[config.mk]
export PLATFORM = sky130hd
export DESIGN_NAME = three_wire_register_master_core
export DESIGN_NICKNAME = d
export VERILOG_FILES = /design/src/rtl/twm_pkg.sv /design/src/rtl/twm_step.sv /design/src/rtl/three_wire_register_master_core.sv
export SDC_FILE = /design/constraint.sdc
export NUM_CORES = 1
export LEC_CHECK = 0
export BUFFER_PORTS_ARGS = -buffer_cell sky130_fd_sc_hd__buf_2
export CORE_MARGIN = 1
export CORE_UTILIZATION = 45
export DETAILED_ROUTE_END_ITERATION = 10
export PLACE_DENSITY = 0.66
export REMOVE_ABC_BUFFERS = 1
export SYNTH_ARGS = -nofsm -noshare
export SYNTH_HDL_FRONTEND = slang
export SYNTH_SLANG_ARGS = --single-unit
[constraint.sdc]
create_clock -name aclk -period 3.4 [get_ports aclk]
set_input_delay 0.51 -clock aclk [delete_from_list [all_inputs] [get_ports aclk]]
set_output_delay 0.51 -clock aclk [all_outputs]
set_load 0.03 [all_outputs]
[src/rtl/twm_pkg.sv]
`timescale 1ns / 1ps

package twm_pkg;

    localparam int PhaseW = 3;
    localparam int ByteBits = 8;
    localparam int BitIdxW = 4;

    // Sequencer phase codes
    localparam logic [PhaseW-1:0] PH_IDLE       = 3'd0;
    localparam logic [PhaseW-1:0] PH_SETUP_LOW  = 3'd1;
    localparam logic [PhaseW-1:0] PH_SETUP_HIGH = 3'd2;
    localparam logic [PhaseW-1:0] PH_SEND_LOW   = 3'd3;
    localparam logic [PhaseW-1:0] PH_SEND_HIGH  = 3'd4;
    localparam logic [PhaseW-1:0] PH_RECV_LOW   = 3'd5;
    localparam logic [PhaseW-1:0] PH_RECV_HIGH  = 3'd6;

    // Operation codes
    localparam logic [1:0] OP_TICK  = 2'd0;
    localparam logic [1:0] OP_WRITE = 2'd1;
    localparam logic [1:0] OP_READ  = 2'd2;

    localparam logic [7:0] CMD_READ_BIT = 8'h01;

    typedef struct packed {
        logic [1:0] op;
        logic [7:0] address;
        logic [7:0] write_data;
        logic       data_in;
    } twm_in_t;

    typedef struct packed {
        logic       chip_enable;
        logic       serial_clock;
        logic       data_out;
        logic       data_drive;
        logic       busy_res;
        logic       done_res;
        logic [7:0] read_data;
        logic       rejected;
    } twm_out_t;

    typedef struct packed {
        logic [PhaseW-1:0]  phase;
        logic [BitIdxW-1:0] bit_index;
        logic [7:0]         tick_count;
        logic [15:0]        send_shift;
        logic [7:0]         receive_shift;
        logic               is_read;
        logic               ce;
        logic               clk;
        logic               dout;
        logic               drive;
    } twm_state_t;

    // Idle, pins low, data line driven
    localparam twm_state_t STATE_RESET = '{
        phase:         PH_IDLE,
        bit_index:     4'd0,
        tick_count:    8'h00,
        send_shift:    16'h0000,
        receive_shift: 8'h00,
        is_read:       1'b0,
        ce:            1'b0,
        clk:           1'b0,
        dout:          1'b0,
        drive:         1'b1
    };

endpackage

[src/rtl/twm_step.sv]
`timescale 1ns / 1ps

module twm_step (
    input  twm_pkg::twm_state_t cur,
    input  twm_pkg::twm_in_t    word,
    input  logic [7:0]          half_period_ticks,
    output twm_pkg::twm_state_t nxt,
    output twm_pkg::twm_out_t   res
);
    import twm_pkg::*;

    logic [7:0]         period;
    logic               start;
    logic [7:0]         tick;
    logic [BitIdxW:0]   bit_inc;
    logic [BitIdxW:0]   total;
    logic               done;

    always_comb begin
        period  = (half_period_ticks == 8'd0) ? 8'd1 : half_period_ticks;
        start   = word.op inside {OP_WRITE, OP_READ};
        tick    = cur.tick_count + 8'd1;
        bit_inc = {1'b0, cur.bit_index} + 5'd1;
        total   = cur.is_read ? 5'(ByteBits) : 5'(2 * ByteBits);
        done    = 1'b0;
        nxt     = cur;
        res     = '0;

        if (cur.phase > PH_RECV_HIGH) begin
            nxt.phase = PH_IDLE;
        end

        if (nxt.phase == PH_IDLE) begin
            if (start) begin
                nxt.is_read       = (word.op == OP_READ);
                nxt.send_shift    = (word.op == OP_READ) ?
                                    {8'h00, word.address | CMD_READ_BIT} :
                                    {word.write_data, word.address & ~CMD_READ_BIT};
                nxt.receive_shift = '0;
                nxt.bit_index     = '0;
                nxt.tick_count    = '0;
                nxt.phase         = PH_SETUP_LOW;
                nxt.ce            = 1'b0;
                nxt.clk           = 1'b0;
                nxt.drive         = 1'b1;
            end
        end else begin
            res.rejected   = start;
            nxt.tick_count = tick;
            if (tick >= period) begin
                nxt.tick_count = '0;
                case (cur.phase)
                    PH_SETUP_LOW: begin
                        nxt.phase = PH_SETUP_HIGH;
                        nxt.ce    = 1'b1;
                    end
                    PH_SETUP_HIGH: begin
                        nxt.bit_index = '0;
                        nxt.phase     = PH_SEND_LOW;
                        nxt.clk       = 1'b0;
                        nxt.drive     = 1'b1;
                        nxt.dout      = cur.send_shift[0];
                    end
                    PH_SEND_LOW: begin
                        nxt.phase = PH_SEND_HIGH;
                        nxt.clk   = 1'b1;
                    end
                    PH_SEND_HIGH: begin
                        if (bit_inc < total) begin
                            nxt.bit_index = bit_inc[BitIdxW-1:0];
                            nxt.phase     = PH_SEND_LOW;
                            nxt.clk       = 1'b0;
                            nxt.drive     = 1'b1;
                            nxt.dout      = cur.send_shift[bit_inc[BitIdxW-1:0]];
                        end else if (cur.is_read) begin
                            nxt.bit_index = '0;
                            nxt.phase     = PH_RECV_LOW;
                            nxt.clk       = 1'b0;
                            nxt.drive     = 1'b0;
                        end else begin
                            done = 1'b1;
                        end
                    end
                    PH_RECV_LOW: begin
                        nxt.phase = PH_RECV_HIGH;
                        nxt.clk   = 1'b1;
                    end
                    PH_RECV_HIGH: begin
                        nxt.receive_shift[cur.bit_index[2:0]] =
                            cur.receive_shift[cur.bit_index[2:0]] | word.data_in;
                        if (cur.bit_index < BitIdxW'(ByteBits - 1)) begin
                            nxt.bit_index = bit_inc[BitIdxW-1:0];
                            nxt.phase     = PH_RECV_LOW;
                            nxt.clk       = 1'b0;
                        end else begin
                            done = 1'b1;
                        end
                    end
                    default: begin
                        nxt.phase = PH_IDLE;
                    end
                endcase
                if (done) begin
                    nxt.ce    = 1'b0;
                    nxt.clk   = 1'b0;
                    nxt.phase = PH_IDLE;
                end
            end
        end

        res.chip_enable  = nxt.ce;
        res.serial_clock = nxt.clk;
        res.data_out     = nxt.dout;
        res.data_drive   = nxt.drive;
        res.busy_res     = (nxt.phase != PH_IDLE);
        res.done_res     = done;
        res.read_data    = (done && cur.is_read) ? nxt.receive_shift : 8'h00;
    end

endmodule

[src/rtl/three_wire_register_master_core.sv]
`timescale 1ns / 1ps

// Three-wire register bus master: sequences chip enable, serial clock and a
// bidirectional data line to write or read one register per transaction.
//
// Input channel (s_valid/s_ready/s_data): each word is one time tick or a
// start command (write or read). Every word yields exactly one result word on
// the output channel (m_valid/m_ready/m_data) carrying the pin levels after
// that tick, busy, a one-word done pulse, read data and a reject flag.
//
// Each word passes through two registers: the input register, then the
// sequencer step into the result register. The core takes one word per
// cycle while the receiver does not stall; the sequencer step between the
// two registers is combinational.
//
// Reset (aresetn low, synchronous): sequencer idle, pins low with data driven,
// half_period_ticks back to 1, both registers empty.
//
// When the receiver stalls, the result register holds its word, the input
// register fills, and s_ready drops until m_ready returns. No word is lost.
// Write half_period_ticks through cfg_wr_en/cfg_wr_data only while no word is
// in flight; a new period takes effect at once, even mid-transaction.
module three_wire_register_master_core (
    input  logic              aclk,
    input  logic              aresetn,
    input  logic              s_valid,
    output logic              s_ready,
    input  twm_pkg::twm_in_t  s_data,
    output logic              m_valid,
    input  logic              m_ready,
    output twm_pkg::twm_out_t m_data,
    input  logic              cfg_wr_en,
    input  logic [7:0]        cfg_wr_data
);
    import twm_pkg::*;

    logic       in_valid_reg;
    twm_in_t    in_data_reg;
    logic       out_valid_reg;
    twm_out_t   out_data_reg;
    twm_state_t state_reg;
    twm_state_t state_next;
    twm_out_t   res_next;
    logic [7:0] hpt_reg;
    logic       step;

    // Step the sequencer when a word is held and the result slot frees up.
    assign step    = in_valid_reg && (!out_valid_reg || m_ready);
    assign s_ready = !in_valid_reg || step;
    assign m_valid = out_valid_reg;
    assign m_data  = out_data_reg;

    twm_step u_step (
        .cur               (state_reg),
        .word              (in_data_reg),
        .half_period_ticks (hpt_reg),
        .nxt               (state_next),
        .res               (res_next)
    );

    // Config register
    always_ff @(posedge aclk) begin
        if (!aresetn) begin
            hpt_reg <= 8'd1;
        end else if (cfg_wr_en) begin
            hpt_reg <= cfg_wr_data;
        end
    end

    // Input register: load on accept, drop once stepped.
    always_ff @(posedge aclk) begin
        if (!aresetn) begin
            in_valid_reg <= 1'b0;
        end else if (s_valid && s_ready) begin
            in_valid_reg <= 1'b1;
        end else if (step) begin
            in_valid_reg <= 1'b0;
        end
    end

    always_ff @(posedge aclk) begin
        if (s_valid && s_ready) begin
            in_data_reg <= s_data;
        end
    end

    // Sequencer state advances once per stepped word.
    always_ff @(posedge aclk) begin
        if (!aresetn) begin
            state_reg <= STATE_RESET;
        end else if (step) begin
            state_reg <= state_next;
        end
    end

    // Result register: hold while stalled, drop when taken.
    always_ff @(posedge aclk) begin
        if (!aresetn) begin
            out_valid_reg <= 1'b0;
        end else if (step) begin
            out_valid_reg <= 1'b1;
        end else if (m_ready) begin
            out_valid_reg <= 1'b0;
        end
    end

    always_ff @(posedge aclk) begin
        if (step) begin
            out_data_reg <= res_next;
        end
    end

    // Done always leaves the sequencer idle with CE and clock low.
    assert property (@(posedge aclk) disable iff (!aresetn)
        out_valid_reg && out_data_reg.done_res |->
            !out_data_reg.busy_res && !out_data_reg.chip_enable
            && !out_data_reg.serial_clock)
        else $error("done with bus still active");

    // A reject can only come from a word stepped while a transaction ran.
    assert property (@(posedge aclk) disable iff (!aresetn)
        step && res_next.rejected |-> state_reg.phase != PH_IDLE)
        else $error("reject while idle");

    // Result word matches the sequencer state it left behind.
    assert property (@(posedge aclk) disable iff (!aresetn)
        step |=> out_data_reg.busy_res == (state_reg.phase != PH_IDLE))
        else $error("busy out of step with sequencer");

    // After reset the sequencer is idle and drives the data line.
    assert property (@(posedge aclk)
        !aresetn |=> state_reg.phase == PH_IDLE && state_reg.drive)
        else $error("bad state after reset");

    // A stalled result is never overwritten.
    assert property (@(posedge aclk) disable iff (!aresetn)
        out_valid_reg && !m_ready |-> !step)
        else $error("stepped into a stalled result");

endmodule
# After elaboration in Yosys (flattened, before gate mapping)
# Index checks and enable logic that the tools add are counted.
[totals] regBits=88 input_bits=32 out_inout_bits=17 elab_cells=116
[classes] addsub=2 n_lt_le_gt_ge=7 eq_ne=11 muxes=50 n_bitwise=1 reduce_logical=20
[ops] op="42-bit 2-to-1 mux" n=1
[ops] op="8-bit 2-to-1 mux" n=4
[ops] op="15-bit 2-to-1 mux" n=2
[ops] op="1-bit 2-to-1 mux" n=24
[ops] op="7-bit 2-to-1 mux" n=3
[ops] op="3-bit case mux with 6 select lines" n=1
[ops] op="16-bit 2-to-1 mux" n=1
[ops] op="4-bit case mux with 3 select lines" n=1
[ops] op="3-bit equality test (second input constant)" n=3
[ops] op="8-bit by 1-bit adder with 8-bit output (second input constant)" n=1
[ops] op="8-bit bitwise mux" n=1
[ops] op="8-bit greater-or-equal comparator" n=1
[ops] op="8-bit zero test" n=1
[ops] op="2-bit nonzero test" n=4
[ops] op="3-bit by 2-bit equality test with 1-bit output (second input constant)" n=2
[ops] op="3-bit 2-to-1 mux" n=2
[ops] op="6-bit AND reduction" n=1
[ops] op="4-bit by 1-bit adder with 5-bit output (second input constant)" n=1
[ops] op="4-bit by 5-bit less-than comparator with 1-bit output (second input constant)" n=1
[ops] op="5-bit less-than comparator" n=1
[ops] op="5-bit 2-to-1 mux" n=1
[ops] op="1-bit binary-select mux with 4-bit select" n=1
[ops] op="1-bit logical AND" n=4
[ops] op="3-bit by 4-bit less-than comparator with 1-bit output (second input constant)" n=1
[ops] op="other kinds (25)" n=28

# Depth between registers and ports, before layout
[logic_depth] ltp_word=10 depth_mapped=12 depth_no_buf=11

# Cells and area by module
# A second synthesis with hierarchy kept.
[hier_totals] cells_unflattened=566 area_unflattened_um2=5202.5
[modules_own_cells] mod="three_wire_register_master_core" n_inst=1 cells_per_inst=261 area_per_inst_um2=3214.3 seq_area_each_um2=2102.0
[modules_own_cells] mod="twm_step" n_inst=1 cells_per_inst=305 area_per_inst_um2=1988.2 seq_area_each_um2=0.0

# Worst setup path before layout
# Ideal clock, no wire load.
[synth_timing] path_type="register to register" from="reg state_reg[31] in the netlist's numbering" to="reg out_data_reg (netlist bit m_data[10]), data pin" setup_ps=275 arrival_time_ps=2633 required_ps=3125 slack_ps=492 stages_incl_launch_ff=13 n_path_buf=1 period_less_slack_ps=2908 cell_sequence="dfxtp_1 > and3_1 > and3_1 > nand3_1 > xnor2_1 > ha_1 > a211oi_1 > o311ai_2 > o21ai_1 > buf_2 > o22ai_1 > o31ai_1 > o2111ai_1"
[synth_lines] element="start: declaration" line_no="three_wire_register_master_core.sv:41" rtl="twm_state_t state_reg;"
[synth_lines] element="start signal: assignment" line_no="three_wire_register_master_core.sv:92" rtl="state_reg <= state_next;"
[synth_lines] element="end signal: assignment" line_no="three_wire_register_master_core.sv:109" rtl="out_data_reg <= res_next;"
[synth_lines] element="end: declaration" line_no="three_wire_register_master_core.sv:40" rtl="twm_out_t out_data_reg;"

==> qor.csv <==
metric,value,unit
HP Class,input port to flop,
PD cells,413,nW/µm²
# IOs,49,
Rel. slew slack,0.466,
Gate Count Post-Synth,441,
yosys warns,0,
WL/cell,14.9,µm
Synth area leader,dfxtp_1,
total wire length,9260,µm
Final ANT Viol Nets,0,
"commonest cells after routing, fill and taps aside","63 x nand2_1, 52 x dfxtp_1, 47 x buf_2",
Core Area,9420,µm²
total track usage,0.189,
synth top area cells,"dfxtp_1 24%, edfxtp_1 22%, nand2_1 5.3%, ha_1 3.6%, mux2i_1 2.7%",
Placer Congestion,0.851,
grt total ovfl,0,
"Data arrival, critical path",3.41,ns
Std-Cell Rows,35,
Detailed Routing Iterations Pass 1,5,
post-synth top area share,0.238,
hold buffer count at cts,0,
total power,0.00210,W
vias in the first global route,3159,
"most common cell after layout, fill and taps aside",nand2_1,
max reg flops,43,
pin count of the biggest net entering global routing,37,
Filler cells,858,
register area share after synthesis,0.460,
first-pass GRT wire length,15200,µm
Worst Hold Slack,0.325,ns
slowest CP cell,or4_1,
ys async rst share,0,
layout cells sized above 1,0.219,
startpoint class of the critical path,flop,
# Post-CTS Setup Buffers,0,
FF/Latch Area,2050,µm²
Setup CP Type,flop to flop,
worst-path maximum fanout,5,
multi-input logic area,2310,µm²
number of synthesized flops with an enable pin,33,
Static Leak,1.89,nW
Synth cell types,74,
final period utilization,0.952,
CP required,3.58,ns
upper clock frequency limit,309,MHz
Max Cap Violations,0,
Num CTS Buffers,9,
Vias,3480,
crit path time final,3.24,ns
Synth Flop Type,dfxtp_1,
setup_tns,0,ns
status,finished clean,
Post-Syn Area,4460,µm²
# port buffers,47,
Vias per Instance,5.59,
final setup violation count,0,
clock sinks,86,
# H-tree levels,3,
Avg Inst Size Synth,10.1,µm²
"flops & latches, synth",86,
Worst Skew,0.0164,ns
"CTS clk-pin slew, worst paths",0.09,ns
WP buf/inv,1,
Starting DRT DRC Count,200,
DR DRC count,0,
die area,10300,µm²
Max stage delay on crit path,0.52,ns
maximum VDD drop,0.209,mV
final slew viol count,0,
"delay-heaviest family, CP",simple AND/OR/NAND/NOR gates,
nets,533,
# diodes,0,
area grow syn2layout,14.0,%
clk root buf,clkbuf_8,
cell chain of the critical path,"and3_2, and3_1, nand3_1, xnor2_2, ha_1, a211oi_4, o311ai_4, o21ai_2, buf_4, o22ai_1, or4_1, o2111ai_1",
Final Hold Fails,0,
Starting Density,0.474,
CP endpoint kind,flop,
initial antenna violation count,0,
Chip Height,102,µm
Max clock buf depth,2,
Worst-Margin Slew,0.801,ns
Clock Latency Late Sink,0.36,ns
Chip Width,102,µm
post-DP HPWL,6550,µm
CTS tree,done,
-- worst paths after layout --
| path | from | endpoint | slack [ns] | depth (start not counted) |
|---|---|---|---|---|
| max reg2reg | state_reg[29]$_SDFFE_PN0P_ | m_data[10]$_DFFE_PP_ | 0.16 | 12 |
| min | s_data[10] | in_data_reg[10]$_DFFE_PP_ | 0.32 | 1 |
| max | state_reg[29]$_SDFFE_PN0P_ | m_data[10]$_DFFE_PP_ | 0.16 | 12 |
| min reg2reg | state_reg[14]$_SDFFE_PN0P_ | state_reg[14]$_SDFFE_PN0P_ | 0.47 | 2 |
-- logic make-up (layout without fill, tap and decap cells) --
| logic type | after synthesis | in the layout | share of synthesized area |
|---|---|---|---|
| buffers and inverters | 33 | 85 | 0.0351 |
| XOR/XNOR | 9 | 9 | 0.0193 |
| AO/OA/AOI/OAI | 114 | 114 | 0.185 |
| adder cells (fa/ha/maj) | 13 | 13 | 0.0365 |
| AND/OR/NAND/NOR | 168 | 168 | 0.205 |
| multiplexers | 18 | 18 | 0.0589 |
| flip-flops | 86 | 86 | 0.460 |
-- synthesized netlist by cell type, types with 7 or more instances --
cell,count
nand2_1,63
dfxtp_1,53
edfxtp_1,33
a21oi_1,22
nor2_1,20
o21ai_0,19
nor2b_1,17
a21boi_0,16
ha_1,13
mux2i_1,12
nand3_1,12
clkbuf_1,11
inv_1,11
nand3b_1,10
and3_1,7
-- routing by layer --
metal | vias up | part of all wire | GRT usage
li1 | 1715 | - | -
met1 | 1635 | 0.48 | 0.260
met2 | 119 | 0.46 | 0.300
met3 | 11 | 0.048 | 0.0297
met4 | 0 | 0.018 | 0.0747
met5 | - | 0 | 0
-- worst register-to-register path, cell delays in order (launching register included) --
cell	delay (ns)
dfxtp_1	0.39
and3_2	0.23
and3_1	0.23
nand3_1	0.14
xnor2_2	0.17
ha_1	0.35
a211oi_4	0.31
o311ai_4	0.18
o21ai_2	0.13
buf_4	0.19
o22ai_1	0.07
or4_1	0.52
o2111ai_1	0.13
-- per-stage QoR --
step / util / cells / setup slack, ns / instance area (µm²)
finish: 0.540 / 622 / 0.164 / 5090
global route: 0.540 / 622 / -0.0234 / 5090
CTS: 0.535 / 622 / 0.0630 / 5030
detailed placement: 0.512 / 606 / 0.0248 / 4820
global placement: 0.512 / 606 / 0.121 / 4820
floorplan: - / 420 / 0.154 / 4350
-- power by group --
part / switching [W] / total (W) / internal, W / leakage (nW)
Clock: 0.000369 / 0.000755 / 0.000385 / 0.109
Sequential: 0.0000167 / 0.00112 / 0.00110 / 0.742
Combinational: 0.000140 / 0.000225 / 0.0000845 / 1.04
-- timing repair --
action,in CTS,in global routing
resized for setup,1,10
cloned,0,0
setup endpoints to repair,1,16
pin swaps,0,1
-- final cells by class --
| type | instances | share of cell area |
|---|---|---|
| Timing Repair Buffer | 57 | 0.0610 |
| Multi-Input combinational cell | 322 | 0.454 |
| Inverter | 12 | 0.00886 |
| Sequential cell | 86 | 0.404 |
| Clock buffer | 11 | 0.0300 |
| Tap cell | 129 | 0.0317 |
| Clock inverter | 5 | 0.0108 |
No activity file was read; power rests on OpenSTA's default activity.
